===== src/hw/rtl/sumd_frame_decoder_macros.svh =====
// assertion macros shared by the frame decoder modules
// no dependencies; included by the modules that check their own logic
`ifndef SUMD_FRAME_DECODER_MACROS_SVH
`define SUMD_FRAME_DECODER_MACROS_SVH

// condition implies consequence in the same cycle
`define SUMD_ASSERT_NOW(label, clk, rst_n, ante, cons) \
    label: assert property (@(posedge clk) disable iff (!rst_n) (ante) |-> (cons)) \
        else $error("sumd assertion failed");

// condition implies consequence in the following cycle
`define SUMD_ASSERT_NEXT(label, clk, rst_n, ante, cons) \
    label: assert property (@(posedge clk) disable iff (!rst_n) (ante) |=> (cons)) \
        else $error("sumd assertion failed");

`endif


===== src/hw/rtl/sumd_pkg.sv =====
// shared types, constants and the crc step for the frame decoder
// no dependencies; used by every module of the block
package sumd_pkg;

    localparam int MAX_CHANNELS_DEFAULT = 16;
    localparam int DESC_DEPTH           = 2;

    localparam logic [7:0]  START_BYTE      = 8'hA8;
    localparam logic [7:0]  STATUS_LIVE     = 8'h01;
    localparam logic [7:0]  STATUS_FAILSAFE = 8'h81;
    localparam logic [7:0]  COUNT_MIN       = 8'd2;
    localparam logic [15:0] CRC_POLY        = 16'h1021;
    localparam logic [15:0] CRC_TOP         = 16'h8000;

    typedef enum logic [3:0] {
        PH_HUNT   = 4'b0001,
        PH_START  = 4'b0010,
        PH_STATUS = 4'b0100,
        PH_DATA   = 4'b1000
    } phase_t;

    typedef enum logic [2:0] {
        EM_IDLE = 3'b001,
        EM_READ = 3'b010,
        EM_SHOW = 3'b100
    } emit_state_t;

    // one finished frame handed from parser to emitter
    typedef struct packed {
        logic [5:0] count;
        logic       crc_ok;
    } frame_desc_t;

    function automatic logic [15:0] crc_add(logic [15:0] crc, logic [7:0] b);
        logic [15:0] c;
        c = crc ^ {b, 8'h00};
        for (int i = 0; i < 8; i++)
        begin
            if ((c & CRC_TOP) != 16'h0000)
                c = (c << 1) ^ CRC_POLY;
            else
                c = c << 1;
        end
        return c;
    endfunction

endpackage


===== src/hw/rtl/sumd_if.sv =====
// valid/ready channel interfaces for serial bytes in and channel results out
// depends on nothing
interface sumd_byte_if;
    logic       valid;
    logic       ready;
    logic [7:0] rx_byte;

    modport source (output valid, output rx_byte, input ready);
    modport sink   (input valid, input rx_byte, output ready);
endinterface

interface sumd_chan_if;
    logic        valid;
    logic        ready;
    logic [4:0]  channel_index;
    logic [15:0] channel_value;
    logic [5:0]  channel_count;
    logic        crc_ok;
    logic        last;

    modport source (output valid, output channel_index, output channel_value,
                    output channel_count, output crc_ok, output last, input ready);
    modport sink   (input valid, input channel_index, input channel_value,
                    input channel_count, input crc_ok, input last, output ready);
endinterface


===== src/hw/rtl/sumd_parser.sv =====
// front end: byte parser, running crc and channel store writes
// depends on sumd_pkg and sumd_byte_if
module sumd_parser #(
    parameter int MAX_CHANNELS = sumd_pkg::MAX_CHANNELS_DEFAULT,
    parameter int AW           = $clog2(MAX_CHANNELS)
) (
    input  logic                  clk,
    input  logic                  rst_n,
    sumd_byte_if.sink             rx,
    input  logic                  desc_empty,
    input  logic                  back_busy,
    output logic                  desc_push,
    output sumd_pkg::frame_desc_t desc,
    output logic                  wr_en,
    output logic [AW-1:0]         wr_addr,
    output logic [15:0]           wr_data
);

    sumd_pkg::phase_t phase_reg, phase_next;
    logic [6:0]  byte_index_reg, byte_index_next;
    logic [5:0]  count_reg, count_next;
    logic [15:0] crc_reg, crc_next;
    logic [7:0]  hold_reg, hold_next;
    logic [7:0]  rcv_hi_reg, rcv_hi_next;

    logic        accept;
    logic [7:0]  b;
    logic [6:0]  nbytes;
    logic [15:0] crc_step;

    // data bytes wait until the emitter has drained the shared store
    assign rx.ready = (phase_reg != sumd_pkg::PH_DATA) || (desc_empty && !back_busy);
    assign accept   = rx.valid && rx.ready;
    assign b        = rx.rx_byte;
    assign nbytes   = {count_reg, 1'b0};
    assign crc_step = sumd_pkg::crc_add(crc_reg, b);

    assign wr_addr     = byte_index_reg[AW:1];
    assign wr_data     = {hold_reg, b};
    assign desc.count  = count_reg;
    assign desc.crc_ok = (crc_reg == {rcv_hi_reg, b});

    always_comb
    begin
        phase_next      = phase_reg;
        byte_index_next = byte_index_reg;
        count_next      = count_reg;
        crc_next        = crc_reg;
        hold_next       = hold_reg;
        rcv_hi_next     = rcv_hi_reg;
        wr_en           = 1'b0;
        desc_push       = 1'b0;
        if (accept)
        begin
            unique case (phase_reg)
                sumd_pkg::PH_HUNT:
                begin
                    byte_index_next = 7'd0;
                    if (b == sumd_pkg::START_BYTE)
                    begin
                        count_next = 6'd0;
                        crc_next   = sumd_pkg::crc_add(16'h0000, b);
                        phase_next = sumd_pkg::PH_START;
                    end
                end
                sumd_pkg::PH_START:
                begin
                    if (b == sumd_pkg::STATUS_LIVE || b == sumd_pkg::STATUS_FAILSAFE)
                    begin
                        crc_next   = crc_step;
                        phase_next = sumd_pkg::PH_STATUS;
                    end
                    else
                        phase_next = sumd_pkg::PH_HUNT;
                end
                sumd_pkg::PH_STATUS:
                begin
                    if (b >= sumd_pkg::COUNT_MIN && b <= 8'(MAX_CHANNELS))
                    begin
                        crc_next        = crc_step;
                        count_next      = b[5:0];
                        byte_index_next = 7'd0;
                        phase_next      = sumd_pkg::PH_DATA;
                    end
                    else
                        phase_next = sumd_pkg::PH_HUNT;
                end
                sumd_pkg::PH_DATA:
                begin
                    if (byte_index_reg < nbytes)
                    begin
                        crc_next = crc_step;
                        if (!byte_index_reg[0])
                            hold_next = b;
                        else
                            wr_en = 1'b1;
                        byte_index_next = byte_index_reg + 7'd1;
                    end
                    else if (byte_index_reg == nbytes)
                    begin
                        rcv_hi_next     = b;
                        byte_index_next = byte_index_reg + 7'd1;
                    end
                    else
                    begin
                        desc_push       = 1'b1;
                        byte_index_next = 7'd0;
                        phase_next      = sumd_pkg::PH_HUNT;
                    end
                end
                default:
                    phase_next = sumd_pkg::PH_HUNT;
            endcase
        end
    end

    always_ff @(posedge clk or negedge rst_n)
    begin
        if (!rst_n)
        begin
            phase_reg      <= sumd_pkg::PH_HUNT;
            byte_index_reg <= 7'd0;
            count_reg      <= 6'd0;
            crc_reg        <= 16'h0000;
            hold_reg       <= 8'h00;
            rcv_hi_reg     <= 8'h00;
        end
        else
        begin
            phase_reg      <= phase_next;
            byte_index_reg <= byte_index_next;
            count_reg      <= count_next;
            crc_reg        <= crc_next;
            hold_reg       <= hold_next;
            rcv_hi_reg     <= rcv_hi_next;
        end
    end

endmodule


===== src/hw/rtl/sumd_desc_fifo.sv =====
// small queue of finished-frame descriptors between parser and emitter
// depends on sumd_pkg and the assertion macro header
`include "sumd_frame_decoder_macros.svh"

module sumd_desc_fifo (
    input  logic                  clk,
    input  logic                  rst_n,
    input  logic                  push,
    input  sumd_pkg::frame_desc_t push_data,
    input  logic                  pop,
    output sumd_pkg::frame_desc_t pop_data,
    output logic                  empty,
    output logic                  full
);

    localparam int PW = $clog2(sumd_pkg::DESC_DEPTH);
    localparam int CW = $clog2(sumd_pkg::DESC_DEPTH + 1);

    sumd_pkg::frame_desc_t entry_reg [sumd_pkg::DESC_DEPTH];
    logic [PW-1:0] wr_ptr_reg, wr_ptr_next;
    logic [PW-1:0] rd_ptr_reg, rd_ptr_next;
    logic [CW-1:0] fill_reg, fill_next;

    assign empty    = (fill_reg == CW'(0));
    assign full     = (fill_reg == CW'(sumd_pkg::DESC_DEPTH));
    assign pop_data = entry_reg[rd_ptr_reg];

    always_comb
    begin
        wr_ptr_next = wr_ptr_reg;
        rd_ptr_next = rd_ptr_reg;
        fill_next   = fill_reg;
        if (push)
        begin
            wr_ptr_next = (wr_ptr_reg == PW'(sumd_pkg::DESC_DEPTH - 1)) ? PW'(0)
                                                                       : wr_ptr_reg + PW'(1);
        end
        if (pop)
        begin
            rd_ptr_next = (rd_ptr_reg == PW'(sumd_pkg::DESC_DEPTH - 1)) ? PW'(0)
                                                                       : rd_ptr_reg + PW'(1);
        end
        if (push && !pop)
            fill_next = fill_reg + CW'(1);
        else if (pop && !push)
            fill_next = fill_reg - CW'(1);
    end

    always_ff @(posedge clk or negedge rst_n)
    begin
        if (!rst_n)
        begin
            wr_ptr_reg <= '0;
            rd_ptr_reg <= '0;
            fill_reg   <= '0;
        end
        else
        begin
            wr_ptr_reg <= wr_ptr_next;
            rd_ptr_reg <= rd_ptr_next;
            fill_reg   <= fill_next;
        end
    end

    always_ff @(posedge clk)
    begin
        if (push)
            entry_reg[wr_ptr_reg] <= push_data;
    end

    `SUMD_ASSERT_NOW(a_no_push_full, clk, rst_n, push, !full)
    `SUMD_ASSERT_NOW(a_no_pop_empty, clk, rst_n, pop, !empty)
    `SUMD_ASSERT_NEXT(a_push_not_empty, clk, rst_n, push && !pop, !empty)

endmodule


===== src/hw/rtl/sumd_emitter.sv =====
// back end: channel store memory and per-channel result sequencer
// depends on sumd_pkg, sumd_chan_if and the assertion macro header
`include "sumd_frame_decoder_macros.svh"

module sumd_emitter #(
    parameter int MAX_CHANNELS = sumd_pkg::MAX_CHANNELS_DEFAULT,
    parameter int AW           = $clog2(MAX_CHANNELS)
) (
    input  logic                  clk,
    input  logic                  rst_n,
    input  logic                  wr_en,
    input  logic [AW-1:0]         wr_addr,
    input  logic [15:0]           wr_data,
    input  logic                  desc_empty,
    input  sumd_pkg::frame_desc_t desc,
    output logic                  desc_pop,
    output logic                  busy,
    sumd_chan_if.source           result
);

    logic [15:0] store_mem [MAX_CHANNELS];
    logic [15:0] rd_data_reg;

    sumd_pkg::emit_state_t state_reg, state_next;
    logic [AW-1:0] k_reg, k_next;
    logic [5:0]    count_reg, count_next;
    logic          ok_reg, ok_next;
    logic          is_last;

    assign is_last = (6'(k_reg) + 6'd1 == count_reg);
    assign busy    = (state_reg != sumd_pkg::EM_IDLE);

    assign result.valid         = (state_reg == sumd_pkg::EM_SHOW);
    assign result.channel_index = 5'(k_reg);
    assign result.channel_value = rd_data_reg;
    assign result.channel_count = count_reg;
    assign result.crc_ok        = ok_reg;
    assign result.last          = is_last;

    always_comb
    begin
        state_next = state_reg;
        k_next     = k_reg;
        count_next = count_reg;
        ok_next    = ok_reg;
        desc_pop   = 1'b0;
        unique case (state_reg)
            sumd_pkg::EM_IDLE:
            begin
                if (!desc_empty)
                begin
                    desc_pop   = 1'b1;
                    k_next     = '0;
                    count_next = desc.count;
                    ok_next    = desc.crc_ok;
                    state_next = sumd_pkg::EM_READ;
                end
            end
            sumd_pkg::EM_READ:
                state_next = sumd_pkg::EM_SHOW;
            sumd_pkg::EM_SHOW:
            begin
                if (result.ready)
                begin
                    if (is_last)
                        state_next = sumd_pkg::EM_IDLE;
                    else
                    begin
                        k_next     = k_reg + AW'(1);
                        state_next = sumd_pkg::EM_READ;
                    end
                end
            end
            default:
                state_next = sumd_pkg::EM_IDLE;
        endcase
    end

    always_ff @(posedge clk or negedge rst_n)
    begin
        if (!rst_n)
        begin
            state_reg <= sumd_pkg::EM_IDLE;
            k_reg     <= '0;
            count_reg <= 6'd0;
            ok_reg    <= 1'b0;
        end
        else
        begin
            state_reg <= state_next;
            k_reg     <= k_next;
            count_reg <= count_next;
            ok_reg    <= ok_next;
        end
    end

    // single write port, one registered read port at the current channel
    always_ff @(posedge clk)
    begin
        if (wr_en)
            store_mem[wr_addr] <= wr_data;
        rd_data_reg <= store_mem[k_reg];
    end

    `SUMD_ASSERT_NOW(a_write_only_idle, clk, rst_n, wr_en, state_reg == sumd_pkg::EM_IDLE)
    `SUMD_ASSERT_NOW(a_index_in_frame, clk, rst_n, result.valid, 6'(k_reg) < count_reg)
    `SUMD_ASSERT_NEXT(a_last_ends_frame, clk, rst_n,
        result.valid && result.ready && is_last, state_reg == sumd_pkg::EM_IDLE)

endmodule


===== src/hw/rtl/sumd_frame_decoder.sv =====
// radio-control frame decoder: bytes in, one result per channel out
// depends on sumd_pkg, sumd_if, sumd_parser, sumd_desc_fifo, sumd_emitter
//
// usage:
//   rx carries one received serial byte per request (valid/ready).
//   result carries one request per channel of a frame: index, raw value,
//   channel count, crc verdict and a last flag on the final channel.
//   results of a frame appear only after its second crc byte is taken,
//   even when the crc check fails (crc_ok low).
// timing:
//   header and hunting bytes are taken one per cycle. the first result of
//   a frame becomes valid once its descriptor has passed through the queue
//   and the emitter's read state; each further result, once the previous
//   one is taken, again passes the read state for the registered store read.
//   data bytes of the next frame wait until the previous frame's results
//   have all been taken, since both use the one channel store.
// reset: rst_n clears the parser to hunting and empties the result queue;
//   the channel store holds no reset value and is always written first.
// stalls: a low result.ready holds the current result stable.
module sumd_frame_decoder #(
    parameter int MAX_CHANNELS = sumd_pkg::MAX_CHANNELS_DEFAULT
) (
    input  logic        clk,
    input  logic        rst_n,
    sumd_byte_if.sink   rx,
    sumd_chan_if.source result
);

    localparam int AW = $clog2(MAX_CHANNELS);

    logic                  desc_push;
    logic                  desc_pop;
    logic                  desc_empty;
    logic                  desc_full;
    logic                  back_busy;
    sumd_pkg::frame_desc_t push_desc;
    sumd_pkg::frame_desc_t pop_desc;
    logic                  wr_en;
    logic [AW-1:0]         wr_addr;
    logic [15:0]           wr_data;

    sumd_parser #(
        .MAX_CHANNELS(MAX_CHANNELS),
        .AW(AW)
    ) u_parser (
        .clk(clk),
        .rst_n(rst_n),
        .rx(rx),
        .desc_empty(desc_empty),
        .back_busy(back_busy || desc_full),
        .desc_push(desc_push),
        .desc(push_desc),
        .wr_en(wr_en),
        .wr_addr(wr_addr),
        .wr_data(wr_data)
    );

    sumd_desc_fifo u_fifo (
        .clk(clk),
        .rst_n(rst_n),
        .push(desc_push),
        .push_data(push_desc),
        .pop(desc_pop),
        .pop_data(pop_desc),
        .empty(desc_empty),
        .full(desc_full)
    );

    sumd_emitter #(
        .MAX_CHANNELS(MAX_CHANNELS),
        .AW(AW)
    ) u_emitter (
        .clk(clk),
        .rst_n(rst_n),
        .wr_en(wr_en),
        .wr_addr(wr_addr),
        .wr_data(wr_data),
        .desc_empty(desc_empty),
        .desc(pop_desc),
        .desc_pop(desc_pop),
        .busy(back_busy),
        .result(result)
    );

endmodule


===== src/flat_wrapper.sv =====
// flat-port wrapper written by rule: the top's interface ports become plain ports
module sumd_frame_decoder_flat 
#(
    parameter int MAX_CHANNELS = sumd_pkg::MAX_CHANNELS_DEFAULT
)
  (clk, rst_n, rx_valid, rx_rx_byte, rx_ready, result_valid, result_channel_index, result_channel_value, result_channel_count, result_crc_ok, result_last, result_ready);
  sumd_byte_if rx_i ();
  sumd_chan_if result_i ();
  input  logic clk;
  input  logic rst_n;
  input wire logic [$bits(rx_i.valid)-1:0] rx_valid;
  input wire logic [$bits(rx_i.rx_byte)-1:0] rx_rx_byte;
  output wire logic [$bits(rx_i.ready)-1:0] rx_ready;
  output wire logic [$bits(result_i.valid)-1:0] result_valid;
  output wire logic [$bits(result_i.channel_index)-1:0] result_channel_index;
  output wire logic [$bits(result_i.channel_value)-1:0] result_channel_value;
  output wire logic [$bits(result_i.channel_count)-1:0] result_channel_count;
  output wire logic [$bits(result_i.crc_ok)-1:0] result_crc_ok;
  output wire logic [$bits(result_i.last)-1:0] result_last;
  input wire logic [$bits(result_i.ready)-1:0] result_ready;
  assign rx_i.valid = rx_valid;
  assign rx_i.rx_byte = rx_rx_byte;
  assign rx_ready = rx_i.ready;
  assign result_valid = result_i.valid;
  assign result_channel_index = result_i.channel_index;
  assign result_channel_value = result_i.channel_value;
  assign result_channel_count = result_i.channel_count;
  assign result_crc_ok = result_i.crc_ok;
  assign result_last = result_i.last;
  assign result_i.ready = result_ready;
  sumd_frame_decoder #(.MAX_CHANNELS(MAX_CHANNELS)) u_core (.clk(clk), .rst_n(rst_n), .rx(rx_i), .result(result_i));
endmodule

===== config.mk =====
export PLATFORM = sky130hd
export DESIGN_NAME = sumd_frame_decoder_flat
export DESIGN_NICKNAME = d
export VERILOG_FILES = /design/src/hw/rtl/sumd_pkg.sv /design/src/hw/rtl/sumd_if.sv /design/src/hw/rtl/sumd_parser.sv /design/src/hw/rtl/sumd_desc_fifo.sv /design/src/hw/rtl/sumd_emitter.sv /design/src/hw/rtl/sumd_frame_decoder.sv /design/src/flat_wrapper.sv
export VERILOG_INCLUDE_DIRS = /design/src /design/src/hw/rtl
export SDC_FILE = /design/constraint.sdc
export NUM_CORES = 1
export LEC_CHECK = 0
export BUFFER_PORTS_ARGS = -buffer_cell sky130_fd_sc_hd__buf_4
export CAP_MARGIN = 20
export CORE_MARGIN = 1
export CORE_UTILIZATION = 35
export DETAILED_ROUTE_END_ITERATION = 16
export GPL_ROUTABILITY_DRIVEN = 0
export PLACE_DENSITY_LB_ADDON = 0.1
export SLEW_MARGIN = 15
export SYNTH_ARGS = -nofsm -noshare
export SYNTH_HDL_FRONTEND = slang
export SYNTH_SLANG_ARGS = --single-unit

===== constraint.sdc =====
create_clock -name clk -period 11.4 [get_ports clk]
set_input_delay 0.57 -clock clk [delete_from_list [all_inputs] [get_ports clk]]
set_output_delay 0.57 -clock clk [all_outputs]
set_load 0.005 [all_outputs]

[Yosys cells after proc, flatten, opt, wreduce, memory -nomap -nowiden]
Memory sizes are Yosys's and may differ from the RTL's. A register that Yosys moved wholly into a read port is not among the register bits.
Index checks and enable logic that the tools add are counted.
Storage, ports and cells
  register bits: 60
  RAM bits: 270
  input port bits: 12
  output and inout port bits: 31
  logic and storage cells: 176
  memories kept: 2
Operators by class
  $add $sub $neg: 7
  order comparisons: 3
  equality and inequality tests: 25
  muxes and demuxes: 81
  bitwise logic cells: 20
  reduce and logical (&&, ||, !) cells: 27
Memory list
  u_core.u_emitter.store_mem: depth 16, bits a word 16, read ports 1, clocked after memory_dff 1, wr ports 1, RTL line sumd_emitter.sv:21  | logic [15:0] store_mem [MAX_CHANNELS];
  u_core.u_fifo.entry_reg: depth 2, bits a word 7, read ports 1, clocked after memory_dff 1, wr ports 1, RTL line sumd_desc_fifo.sv:19  | sumd_pkg::frame_desc_t entry_reg [sumd_pkg::DESC_DEPTH];
Operator list (number)
  16-bit 2-to-1 mux: 25
  13-bit 2-to-1 mux: 16
  16-bit case mux with 4 select lines: 1
  3-bit inverter: 16
  4-bit 2-to-1 mux: 7
  7-bit 2-to-1 mux: 3
  7-bit case mux with 3 select lines: 1
  4-bit AND reduction: 5
  16-bit equality test: 1
  8-bit equality test, second input constant: 2
  1-bit 2-to-1 mux: 16
  2-bit != test, second input constant: 8
  4-bit case mux with 4 select lines: 1
  16-bit bitwise XOR: 1
  6-bit 2-to-1 mux: 2
  6-bit case mux with 2 select lines: 1
  3-bit 2-to-1 mux: 3
  3-bit case mux with 3 select lines: 1
  8-bit by 1-bit equality test with 1-bit output, second input constant: 1
  8-bit by 2-bit >= comparator with 1-bit output, second input constant: 1
  8-bit by 5-bit <= comparator with 1-bit output, second input constant: 1
  4-bit case mux with 2 select lines: 1
  7-bit by 1-bit adder with 7-bit output, second input constant: 1
  7-bit equality test: 1
  other kinds (30): 47

[Longest topological paths before layout]
Gate-level depths: netlist (run 1).
  depth in word-level cells: 41
  mapped depth: 10
  depth with buffers taken out: 10

[Hierarchy]
A second synthesis (run 1) with hierarchy kept.
Unflattened totals
  cell total of the unflattened synthesis: 840
  area total of the unflattened synthesis: 14666.6 um2
Modules (own cells, without submodules)
  sumd_emitter: times used 1, cells an instance 460, area an instance 10750.3 um2, sequential area each 8359.3 um2
  sumd_parser: times used 1, cells an instance 341, area an instance 3210.6 um2, sequential area each 1227.4 um2
  sumd_desc_fifo: times used 1, cells an instance 38, area an instance 699.4 um2, sequential area each 520.5 um2
  sumd_frame_decoder: times used 1, cells an instance 1, area an instance 6.3 um2, sequential area each 0.0 um2

[Worst setup path before layout (run 1)]
OpenSTA, ideal clock, no wires.
  path type: register to register
  start: reg u_core.u_emitter.state_reg[0]
  end: mem u_core.u_emitter.store_mem[11][0], enable pin
  setup time: 0.436 ns
  arrival: 3.449 ns
  data required time: 10.964 ns
  path slack: 7.515 ns
  cell stages (with the launch flop): 6
  buffers on the path: 1
  clock period less this slack: 3.885 ns
  cell sequence: dfstp_2 or4b_4 and4bb_1 nand3_2 buf_2 nor4b_1
Between the ends
  cells in the longest elaborated chain, start to end: 9
Ends and longest elaborated chain
  from (decl): RTL line sumd_emitter.sv:24  | sumd_pkg::emit_state_t state_reg, state_next;
  from (signal assigned): RTL line sumd_emitter.sv:83  | state_reg <= sumd_pkg::EM_IDLE;
  from (signal assigned): RTL line sumd_emitter.sv:90  | state_reg <= state_next;
  3-bit by 1-bit != test with 1-bit output: RTL line sumd_emitter.sv:31  | assign busy = (state_reg != sumd_pkg::EM_IDLE);
  1-bit logical OR: RTL line sumd_frame_decoder.sv:50  | .back_busy(back_busy || desc_full),
  1-bit logical NOT: RTL line sumd_parser.sv:32  | assign rx.ready = (phase_reg != sumd_pkg::PH_DATA) || (desc_empty && !back_busy);
  1-bit logical AND: RTL line sumd_parser.sv:32
  1-bit logical OR: RTL line sumd_parser.sv:32
  1-bit logical AND: RTL line sumd_parser.sv:33  | assign accept = rx.valid && rx.ready;
  1-bit 2-to-1 mux: RTL line sumd_parser.sv:53  | if (accept)
  1-bit 2-to-1 mux: RTL line sumd_emitter.sv:100  | if (wr_en)
  1-bit 2-to-1 mux (not written as such): RTL line sumd_emitter.sv:101  | store_mem[wr_addr] <= wr_data;
  to (decl): RTL line sumd_emitter.sv:21
Every way passes these cells.

[Worst setup path in the final report (run 1)]
  start: reg u_core.u_emitter.k_reg[0]
  end: out result_last
Between the ends
  cells in the longest elaborated chain, start to end: 2
Ends and longest elaborated chain
  from (decl): RTL line sumd_emitter.sv:25  | logic [AW-1:0] k_reg, k_next;
  from (signal assigned): RTL line sumd_emitter.sv:91  | k_reg <= k_next;
  4-bit by 1-bit adder with 5-bit output: RTL line sumd_emitter.sv:30  | assign is_last = (6'(k_reg) + 6'd1 == count_reg);
  6-bit equality test: RTL line sumd_emitter.sv:30
  to (decl): RTL line flat_wrapper.sv:19  | output wire logic [$bits(result_i.last)-1:0] result_last;
Every way passes these cells.

==> impl_metrics.csv, run 1 <==
group,metric,value,unit
outcome,status,"completed",
worst_setup_path,arrival,3.11,ns
pwr,p_leak,0.00593,uW
sta,fin_skew,0.00868,ns
clock_tree,numClockSinks,353,
synth,yosys_warnings,0,
detailed_routing,dr.pass1.iters,6,
clock_tree,cts_tree,"done",
detailed_routing,remaining_drc_errors,0,
worst_setup_path,r2r_start,"u_core.u_parser.byte_index_reg[3]",
job,max_cap_violations,0,
synth,ys_seq_elements,353,
worst_setup_path,crit_end,"result_last",
floorplan,placementRows,74,
finish,multi_input_area,4420,um^2
sta,report.final.slew_viol_count,0,
worst_setup_path,reg2reg_slack,7.80,ns
pwr,p_per_area,206,nW/um^2
worst_setup_path,cp.depth,6,
finish,syn2layout_area_growth,16.0,%
synth,yosysSeqAreaShare,68.7,%
placed_design,numPortBuffers,41,
detailed_routing,wirelength,34300,um
synth,synth-edff-count,270,
synth,synthCells,923,
finish,nets,1004,
worst_setup_path,cp-end-kind,"output pin",
sta,fin_crit_sh,32.3,%
detailed_routing,antenna_left,0,
clock_tree,post_cts_buffers,0,
finish,n_fill_cell,3827,
sta,rsz0062_at_grt,"false",
detailed_routing,vias_per_cell,5.11,
clock_tree,clockBufferDepth,3,
sta,timing.setup.tns,0,ns
worst_setup_path,startpoint,"u_core.u_emitter.k_reg[0]",
finish,regArea,10100,um^2
floorplan,die_area,42800,um^2
worst_setup_path,regToRegEndpoint,"u_core.u_emitter.store_mem[5][7]",
clock_tree,clk_pin_slew,0.06,ns
worst_setup_path,path_cells,"ha_1, or3b_2, a21oi_1, o211ai_1, inv_1, buf_4",
pwr,ir_worst_vdd,125,uV
sta,period_minus_slack,3.68,ns
detailed_routing,wire_per_inst,22.2,um
floorplan,core_area,41100,um^2
synth,synth_area_per_cell,15.9,um^2
worst_hold_path,hp-class,"input pin to register",
worst_setup_path,crit_family,"flip-flops",
worst_setup_path,crit_required,10.83,ns
worst_hold_path,holdCritStartpoint,"result_ready",
worst_setup_path,slowest_stage,"dfrtp_4",
sta,fmaxAchievable,272,MHz
floorplan,io_pins,43,
synth,synthFlopType,"edfxtp_1",
global_routing,grt_pass1_vias,8335,
finish,largest_reg_flops,256,
worst_setup_path,slowest_delay,1.04,ns
synth,synth_nets,944,
global_routing,track_usage,16.8,%
floorplan,die_y,207,um
worst_setup_path,start_kind,"register",
worst_hold_path,hold-path-cell-count,3,
worst_setup_path,cp_num_buf_inv,2,
global_routing,antenna_found_initial,0,
worst_setup_path,r2r_cells,6,
worst_setup_path,crit_fanout,51,
detailed_routing,num_vias,7916,
floorplan,start_util,35.8,%
clock_tree,cts_resized,0,
clock_tree,clkLatencyLatePin,0.55,ns
global_routing,grt_max_degree,53,
clock_tree,cts-root-buf,"clkbuf_16",
clock_tree,htreeDepth,2,
synth,synth_top_area_share,55.1,%
sta,hold_viol,0,
detailed_routing,drt-initial-drc-count,395,
synth,async_flop_share,19.0,%
clock_tree,cts_buffers,40,
sta,holdWs,0.273,ns
synth,yosys.cell_types.count,67,
sta,setup_viol_count_final,0,
global_routing,grt_overflow,0,
synth,synth_area,14700,um^2
finish,drive_gt1_share,24.2,%
synth,synth_top_cell_by_area,"edfxtp_1",
global_routing,grt_pass1_wl,52600,um
placed_design,hpwl,20700,um
sta,maxSlewHeadroom,30.7,%
synth,synth.area.top_cells,"edfxtp_1 55%, dfrtp_1 11%, mux4_2 4.9%",
sta,worst_pin_slew,1.03,ns
worst_setup_path,worstSetupPathType,"register to output pin",
floorplan,die_w,207,um
where the power goes:
group | internal (uW) | switching (uW) | total [uW]
registers | 1470 | 139 | 1610
clock network | 758 | 515 | 1270
logic | 348 | 277 | 625
synth_stat cells, drive strengths merged (2+ instances only):
master,number
a21o,3
a21oi,25
a221oi,16
a22o,6
a22oi,16
a31oi,4
and2,6
and3,3
buf,23
clkbuf,28
dfrtp,65
dfstp,2
dfxtp,16
edfxtp,270
ha,9
inv,12
mux2,52
mux2i,57
mux4,32
nand2,61
nand2b,4
nand3,13
nand4,6
nor2,18
nor2b,3
nor3,10
nor4,8
nor4b,6
o211a,2
o211ai,2
o21ai,50
o21bai,2
or2,2
or3,2
or3b,2
or4b,3
xnor2,40
xor2,28
worst min-delay path, stage by stage:
cell     delay, ns
buf_4         0.13
nand2_1       0.05
a21oi_1       0.06
through the flow:
| step | util (%) | total power [uW] | cells | cell area, um^2 | setup slack, ns |
|---|---|---|---|---|---|
| after floorplan | - | 2100 | 923 | 14700 | 7.51 |
| after global placement | 38.3 | 2280 | 1472 | 15700 | 7.89 |
| after detailed placement | 38.3 | 2280 | 1472 | 15700 | 7.75 |
| after CTS | 41.5 | 3570 | 1547 | 17100 | 7.61 |
| after global routing | 41.5 | 3680 | 1547 | 17100 | 7.52 |
| final | 41.5 | 3510 | 1548 | 17100 | 7.72 |
layer usage:
metal / track usage [%] / routed length, um / vias up
met2: 26.8 / 16200 / 113
met3: 2.51 / 1120 / 48
met4: 5.11 / 709 / 0
met1: 23.8 / 16200 / 4072
li1: - / - / 3683
met5: 0 / 0 / -
cells by family (layout without fill, tap and decap cells):
logic type / Yosys count / in the layout / synth area share [%]
DFF: 353 / 353 / 68.7
and+or+nand+nor: 152 / 152 / 5.60
muxes: 141 / 141 / 13.0
AOI/OAI and AO/OA: 136 / 136 / 5.98
xor gates and xnor gates: 68 / 68 / 4.05
buffers and inverters: 63 / 155 / 1.83
adders and majority gates: 9 / 9 / 0.766
other: 1 / 2 / 0.0255
layout make-up:
type / count / area share [%]
Inverter: 12 / 0.264
Tap cell: 532 / 3.90
Sequential cell: 353 / 59.3
Clock buffer: 49 / 6.25
Antenna cell: 1 / 0.0147
Timing Repair Buffer: 69 / 3.05
Multi-Input combinational cell: 507 / 25.9
Clock inverter: 25 / 1.37
cells in the final DEF, fill, tap and decap left out, types with 4 or more instances in the layout:
master / netlist / layout
nor4b_2: 0 / 4
bufinv_16: 0 / 4
dfrtp_1: 65 / 63
mux2_4: 10 / 10
xor2_1: 28 / 28
o21ai_0: 48 / 48
nand4_1: 6 / 6
clkinv_2: 0 / 7
buf_4: 1 / 68
dfxtp_1: 16 / 16
clkinv_1: 0 / 8
mux2_2: 42 / 42
nand2b_1: 4 / 4
a21oi_1: 25 / 25
a22oi_1: 16 / 16
mux2i_1: 57 / 57
clkbuf_16: 0 / 41
clkbuf_1: 27 / 7
ha_1: 9 / 9
nor3_1: 10 / 7
nor4_2: 0 / 5
and2_1: 6 / 6
nand3_1: 12 / 12
mux4_2: 32 / 32
nor2_2: 0 / 5
a22o_1: 6 / 6
edfxtp_1: 270 / 270
a221oi_1: 16 / 16
nor2_1: 17 / 12
nand2_1: 61 / 61
a31oi_1: 4 / 4
xnor2_1: 40 / 40
inv_1: 12 / 12
repair_timing:
item                                    4_1_cts  5_1_grt
hold buffers                                  1        0
endpoints found under the setup margin        0        0
hold endpoints to repair                     32        0
how the worst min path moves through the flow:
stage | end | slack, ns
global placement | u_core.u_fifo.fill_reg[1] | 0.47
floorplan | u_core.u_emitter.k_reg[0] | 0.27
detailed placement | u_core.u_fifo.fill_reg[1] | 0.46
CTS | u_core.u_emitter.state_reg[0] | 0.24
finish | u_core.u_emitter.state_reg[0] | 0.27
global route | u_core.u_emitter.state_reg[0] | 0.27
(Power assumes the default switching activity.)
==> run 2, diff against run 1 <==
--- a/config.mk
+++ b/config.mk
@@ -6,6 +6,7 @@
 export SDC_FILE = /design/constraint.sdc
 export NUM_CORES = 1
 export LEC_CHECK = 0
+export ABC_AREA = 1
 export BUFFER_PORTS_ARGS = -buffer_cell sky130_fd_sc_hd__buf_4
 export CAP_MARGIN = 20
 export CORE_MARGIN = 1
==> constraint.sdc (replaced) <==
create_clock -name clk -period 3.2 [get_ports clk]
set_input_delay 0.16 -clock clk [delete_from_list [all_inputs] [get_ports clk]]
set_output_delay 0.16 -clock clk [all_outputs]
set_load 0.005 [all_outputs]
==> run 2 against run 1 <==
Die area rose by 3.7%; setup slack worse by 7.2 ns; sequential share of layout area decreased by 2.3 points; sequential cell count unchanged; via count increased by 34%; power rose to 3.7 times the previous value; sequential power increased to 3.4 times the previous value; clock power rose to 3.8 times the previous value; critical path depth up 4; first-iteration DRC count increased by 130%; synthesized cell count increased by 57%.
==> impl_metrics.csv, run 2 <==
group,metric,value,unit
outcome,status,"completed",
clock_tree,clockBufferDepth,3,
finish,final_util,41.2,%
detailed_routing,wirelength,46000,um
pwr,seqPwrFrac,42.0,%
synth,synth_area,15300,um^2
floorplan,start_util,35.4,%
finish,final_cell_mix,"383 x nand2_1, 270 x edfxtp_1, 150 x nor2_1, 98 x o21ai_0, 91 x nand3_1",
synth,yosys.cell_types.count,42,
finish,final_common_cell,"nand2_1",
clock_tree,cts_resized,0,
finish,diodes,0,
sta,maxSlewHeadroom,35.0,%
detailed_routing,remaining_drc_errors,0,
floorplan,die_w,211,um
synth,synth-edff-count,270,
clock_tree,cts_tree,"done",
worst_setup_path,crit_required,3.04,ns
worst_setup_path,crit_fanout,143,
synth,synthCells,1449,
worst_setup_path,start_kind,"register",
clock_tree,numClockSinks,353,
pwr,p_per_area,732,nW/um^2
detailed_routing,wire_per_inst,21.6,um
worst_setup_path,arrival,2.51,ns
synth,yosysSeqAreaShare,66.3,%
floorplan,die_y,211,um
floorplan,io_pins,43,
synth,synth_nets,1470,
clock_tree,clkLatencyLatePin,0.55,ns
clock_tree,cts-root-buf,"clkbuf_16",
detailed_routing,drt-initial-drc-count,889,
placed_design,numPortBuffers,41,
synth,synth_top_cell_by_area,"edfxtp_1",
synth,synth_area_per_cell,10.5,um^2
worst_setup_path,worstSetupPathType,"register to output pin",
floorplan,placementRows,76,
pwr,internal-power,8990,uW
sta,fin_crit_sh,83.4,%
detailed_routing,antenna_left,0,
pwr,p_leak,0.00709,uW
sta,hold_viol,0,
sta,holdWs,0.0698,ns
sta,rsz0062_at_grt,"false",
global_routing,grt_pass1_vias,10300,
detailed_routing,dr.pass1.iters,5,
detailed_routing,num_vias,10600,
clock_tree,clk_pin_slew,0.06,ns
worst_setup_path,startpoint,"u_core.u_emitter.k_reg[0]",
floorplan,die_area,44400,um^2
global_routing,grt_pass1_wl,67800,um
sta,period_minus_slack,2.67,ns
placed_design,hpwl,30000,um
finish,final_cells,2128,
sta,worst_pin_slew,0.975,ns
synth,synth_top_area_share,53.2,%
worst_setup_path,cp-end-kind,"output pin",
finish,stdcell_area,17800,um^2
synth,synth_most_common_cell,"nand2_1",
pwr,clock_power_share,36.7,%
finish,largest_reg_flops,256,
finish,nets,1532,
pwr,share_comb_of_total_power,21.3,%
synth,synthFlopType,"edfxtp_1",
worst_setup_path,r2r_start,"u_core.u_parser.byte_index_reg[2]",
floorplan,core_area,43100,um^2
job,max_cap_violations,0,
pwr,sw_frac_of_total,30.8,%
synth,synth_common_cells,"383 x nand2_1, 270 x edfxtp_1, 167 x nor2_1, 98 x o21ai_0, 91 x nand3_1",
finish,syn2layout_area_growth,16.4,%
sta,report.final.slew_viol_count,0,
worst_hold_path,hp-class,"input pin to register",
placed_design,dp.cells,2050,
detailed_routing,vias_per_cell,4.97,
global_routing,grt_overflow,0,
synth,async_flop_share,19.0,%
finish,drive_gt1_share,13.3,%
sta,setup_viol_count_final,0,
sta,fin_skew,0.0113,ns
pwr,power_switching,4000,uW
sta,fmaxAchievable,375,MHz
worst_hold_path,holdCritStartpoint,"rx_rx_byte[6]",
placed_design,placed_area,16400,um^2
global_routing,track_usage,21.1,%
pwr,ir_worst_vdd,400,uV
synth,yosys_warnings,0,
synth,ys_seq_elements,353,
clock_tree,htreeDepth,2,
global_routing,grt_max_degree,144,
clock_tree,cts_buffers,41,
synth,synth.area.top_cells,"edfxtp_1 53%, dfrtp_1 11%, nand2_1 9.4%",
global_routing,antenna_found_initial,1,
sta,timing.setup.tns,0,ns
## run 2: worst max-delay path, cell delays in order (launching register included)
cell	delay, ns
dfrtp_4	0.43
buf_12	0.41
ha_1	0.37
nand2_1	0.08
nand3b_1	0.08
nor2_1	0.10
nand2_1	0.06
nor2_1	0.12
nand2_1	0.13
inv_1	0.07
buf_4	0.10
## run 2: kinds of logic (layout without fill, tap and decap cells)
family                     Yosys count  in the layout  synth area share (%)
xor gates and xnor gates            25             25                  1.44
DFF                                353            353                  66.3
buffers and inverters              149            243                  4.23
adders and majority gates            9              9                 0.738
other                                1              1                0.0246
and+or+nand+nor                    697            697                  19.4
AOI/OAI and AO/OA                  215            215                  7.93
## run 2: metrics by stage
stage	total power, uW	setup WS (ns)
5_1_grt	13600	0.292
3_3_place_gp	8350	0.590
6_report	13000	0.532
4_1_cts	13100	0.406
2_1_floorplan	7330	0.695
3_5_place_dp	8350	0.574
## run 2: final timing paths
check                                               endpoint  slack, ns  cells after the start
setup reg to reg           u_core.u_emitter.store_mem[13][3]       0.59                      9
hold / removal             u_core.u_emitter.store_mem[10][6]       0.07                      1
setup / recovery                                 result_last       0.53                     10
hold reg to reg                    u_core.u_fifo.fill_reg[1]       0.47                      1
max in group asynchronous          u_core.u_emitter.k_reg[0]       2.24                      2
min in group asynchronous          u_core.u_fifo.fill_reg[1]       0.29                      2
## run 2: area by class of cell
class                      count  area [um^2]
multi-input combinational    947         4540
clock buffer                  54         1130
sequential                   353        10100
inverter                      84          319
tap                          585          732
fill                        4210        25300
timing repair buffer          84          676
clock inverter                21          244
## run 2: timing repair
| item | 4_1_cts | 5_1_grt |
|---|---|---|
| hold buffers | 3 | 0 |
| setup buffers | 0 | 0 |
| endpoints found under the hold margin | 77 | 0 |
## run 2: power by group through the flow
stage | Combinational [uW] | Clock (uW) | Sequential (uW)
2_1_floorplan | 1860 | 0 | 5470
4_1_cts | 2810 | 4880 | 5450
5_1_grt | 3110 | 5040 | 5490
3_3_place_gp | 2810 | 0 | 5540
3_5_place_dp | 2800 | 0 | 5550
6_report | 2770 | 4770 | 5450
## run 2: metal layers
metal  global-route usage, %  up-vias  part of all wire [%]
met5                       0        -                     0
met4                    6.75        0                   2.3
met3                    2.85       60                   3.9
met2                    35.0      217                    48
met1                    28.6     5202                    45
li1                        -     5098                     -
==> run 3, diff against run 2 <==
==> constraint.sdc (replaced) <==
create_clock -name clk -period 2.24 [get_ports clk]
set_input_delay 0.112 -clock clk [delete_from_list [all_inputs] [get_ports clk]]
set_output_delay 0.112 -clock clk [all_outputs]
set_load 0.005 [all_outputs]
==> run 3 against run 2 <==
Critical path depth grew 2; setup slack lost 0.60 ns; critical endpoint is now u_core.u_emitter.store_mem[6][6]; largest power group unchanged; sequential cell count is the same; sequential share of layout area shrank 3.5 points; clock power grew 44%; the run now ends with setup timing left; clock-buffer cell count grew 2.
==> impl_metrics.csv, run 3 (synthesized netlist as in run 2, its figures left out) <==
group,metric,value,unit
outcome,status,"finished, violations left",
outcome,violations,"setup timing",
clock_tree,cts_tree,"done",
pwr,p_leak,0.00757,uW
detailed_routing,dr.pass1.iters,5,
pwr,internal-power,13100,uW
pwr,sw_frac_of_total,30.2,%
clock_tree,clk_pin_slew,0.06,ns
detailed_routing,remaining_drc_errors,0,
job,max_cap_violations,0,
pwr,p_per_area,995,nW/um^2
finish,nets,1609,
worst_setup_path,startpoint,"u_core.u_parser.byte_index_reg[4]",
global_routing,grt_pass1_vias,10500,
floorplan,start_util,35.4,%
finish,stdcell_area,18900,um^2
sta,period_minus_slack,2.31,ns
finish,final_common_cell,"nand2_1",
floorplan,placementRows,76,
floorplan,die_w,211,um
placed_design,placed_area,17000,um^2
sta,maxSlewHeadroom,41.5,%
sta,setup_viol_count_final,141,
worst_setup_path,r2r_start,"u_core.u_parser.byte_index_reg[4]",
worst_setup_path,worstSetupPathType,"register to register",
clock_tree,htreeDepth,2,
clock_tree,cts_buffers,40,
worst_setup_path,arrival,2.58,ns
clock_tree,clkLatencyLatePin,0.57,ns
clock_tree,clockBufferDepth,3,
detailed_routing,num_vias,10800,
global_routing,grt_max_degree,61,
sta,fin_skew,0.0308,ns
detailed_routing,drt-initial-drc-count,859,
floorplan,io_pins,43,
finish,largest_reg_flops,256,
worst_setup_path,reg2reg_slack,-0.07,ns
floorplan,die_area,44400,um^2
sta,fin_crit_sh,103,%
worst_hold_path,hold-path-cell-count,3,
pwr,share_comb_of_total_power,22.2,%
worst_setup_path,cp-end-kind,"register",
global_routing,grt_overflow,0,
sta,worst_pin_slew,0.877,ns
sta,hold_viol,0,
finish,multi_input_area,4670,um^2
worst_setup_path,r2r_cells,12,
pwr,seqPwrFrac,41.3,%
worst_hold_path,hp-class,"input pin to register",
worst_setup_path,regToRegEndpoint,"u_core.u_emitter.store_mem[6][6]",
sta,holdWs,0.0803,ns
worst_hold_path,holdCritStartpoint,"rx_rx_byte[5]",
worst_hold_path,whs_endpoint,"u_core.u_parser.hold_reg[5]",
sta,timing.setup.tns,-3.82,ns
worst_setup_path,crit_required,2.51,ns
floorplan,die_y,211,um
placed_design,hpwl,30200,um
finish,n_fill_cell,4098,
detailed_routing,antenna_left,0,
placed_design,numPortBuffers,41,
detailed_routing,vias_per_cell,4.92,
pwr,power_switching,5690,uW
finish,diodes,0,
finish,syn2layout_area_growth,24.1,%
sta,fmaxAchievable,433,MHz
worst_setup_path,crit_fanout,8,
global_routing,track_usage,20.7,%
sta,setup_slack,-0.0720,ns
finish,final_cell_mix,"378 x nand2_1, 270 x edfxtp_1, 149 x nor2_1, 114 x buf_4, 97 x o21ai_0",
sta,rsz0062_at_grt,"true",
detailed_routing,wirelength,45700,um
clock_tree,numClockSinks,353,
pwr,ir_worst_vdd,617,uV
clock_tree,cts-root-buf,"clkbuf_16",
floorplan,core_area,43100,um^2
global_routing,antenna_found_initial,1,
placed_design,dp_slack,-0.0442,ns
finish,regArea,10100,um^2
global_routing,grt_pass1_wl,67500,um
pwr,clock_power_share,36.5,%
detailed_routing,wire_per_inst,20.7,um
sta,report.final.slew_viol_count,0,
worst_setup_path,start_kind,"register",
finish,drive_gt1_share,17.9,%
[run 3: cell count changes in the layout (fill, tap and decap cells not counted), moves of 6 or more]
cell	previous run	this run
nor2_2	19	10
buf_4	78	114
clkbuf_16	42	48
buf_12	3	24
buf_6	0	7
nor2_4	3	13
[run 3: critical path, cell delays in order (launching register included)]
cell     delay, ns
dfrtp_1       0.38
ha_1          0.31
nand2_1       0.07
nand2_1       0.05
nand2_1       0.09
nand4_1       0.15
nor3_2        0.20
buf_4         0.18
nand3_4       0.07
buf_6         0.14
nor2_4        0.12
buf_6         0.14
buf_16        0.13
[run 3: power by group through the flow]
| stage | clock, uW | sequential, uW | combinational, uW |
|---|---|---|---|
| finish | 6870 | 7780 | 4180 |
| global route | 7250 | 7830 | 4700 |
| CTS | 7010 | 7780 | 4210 |
| detailed placement | 0 | 7940 | 4140 |
| global placement | 0 | 7930 | 4140 |
| floorplan | 0 | 7810 | 2650 |
[run 3: how the worst max path moves through the flow]
stage                                              endpoint
after floorplan            u_core.u_emitter.store_mem[0][0]
after global placement     u_core.u_emitter.store_mem[2][1]
after detailed placement   u_core.u_emitter.store_mem[2][5]
after CTS                  u_core.u_emitter.store_mem[6][6]
after global routing      u_core.u_emitter.store_mem[5][14]
final                      u_core.u_emitter.store_mem[6][6]
[run 3: what timing repair did]
item,CTS,global route
gates resized for setup,9,30
gates cloned,1,8
hold buffers,8,0
hold endpoints to repair,89,0
setup endpoints to repair,190,275
pin swaps,0,7
buffers inserted,5,4
[run 3: area by class of cell]
type	count	area share, %
Timing Repair Buffer	162	9.11
Tap cell	585	3.87
Clock inverter	17	1.42
Multi-Input combinational cell	947	24.7
Clock buffer	56	5.77
Sequential cell	353	53.4
Inverter	84	1.73
[run 3: per-layer routing]
metal | up-vias | global-route usage, % | part of all wire (%)
met1 | 5270 | 29.0 | 46
met4 | 0 | 5.72 | 2.2
li1 | 5254 | - | -
met3 | 54 | 3.14 | 4.6
met2 | 264 | 33.4 | 47
met5 | - | 0 | 0
[run 3: per-stage QoR]
step / total power, uW / util, % / std cells
finish: 18800 / 43.9 / 2204
global route: 19800 / 43.9 / 2204
CTS: 19000 / 43.2 / 2193
detailed placement: 12100 / 39.6 / 2106
global placement: 12100 / 39.6 / 2106
floorplan: 10500 / - / 1449
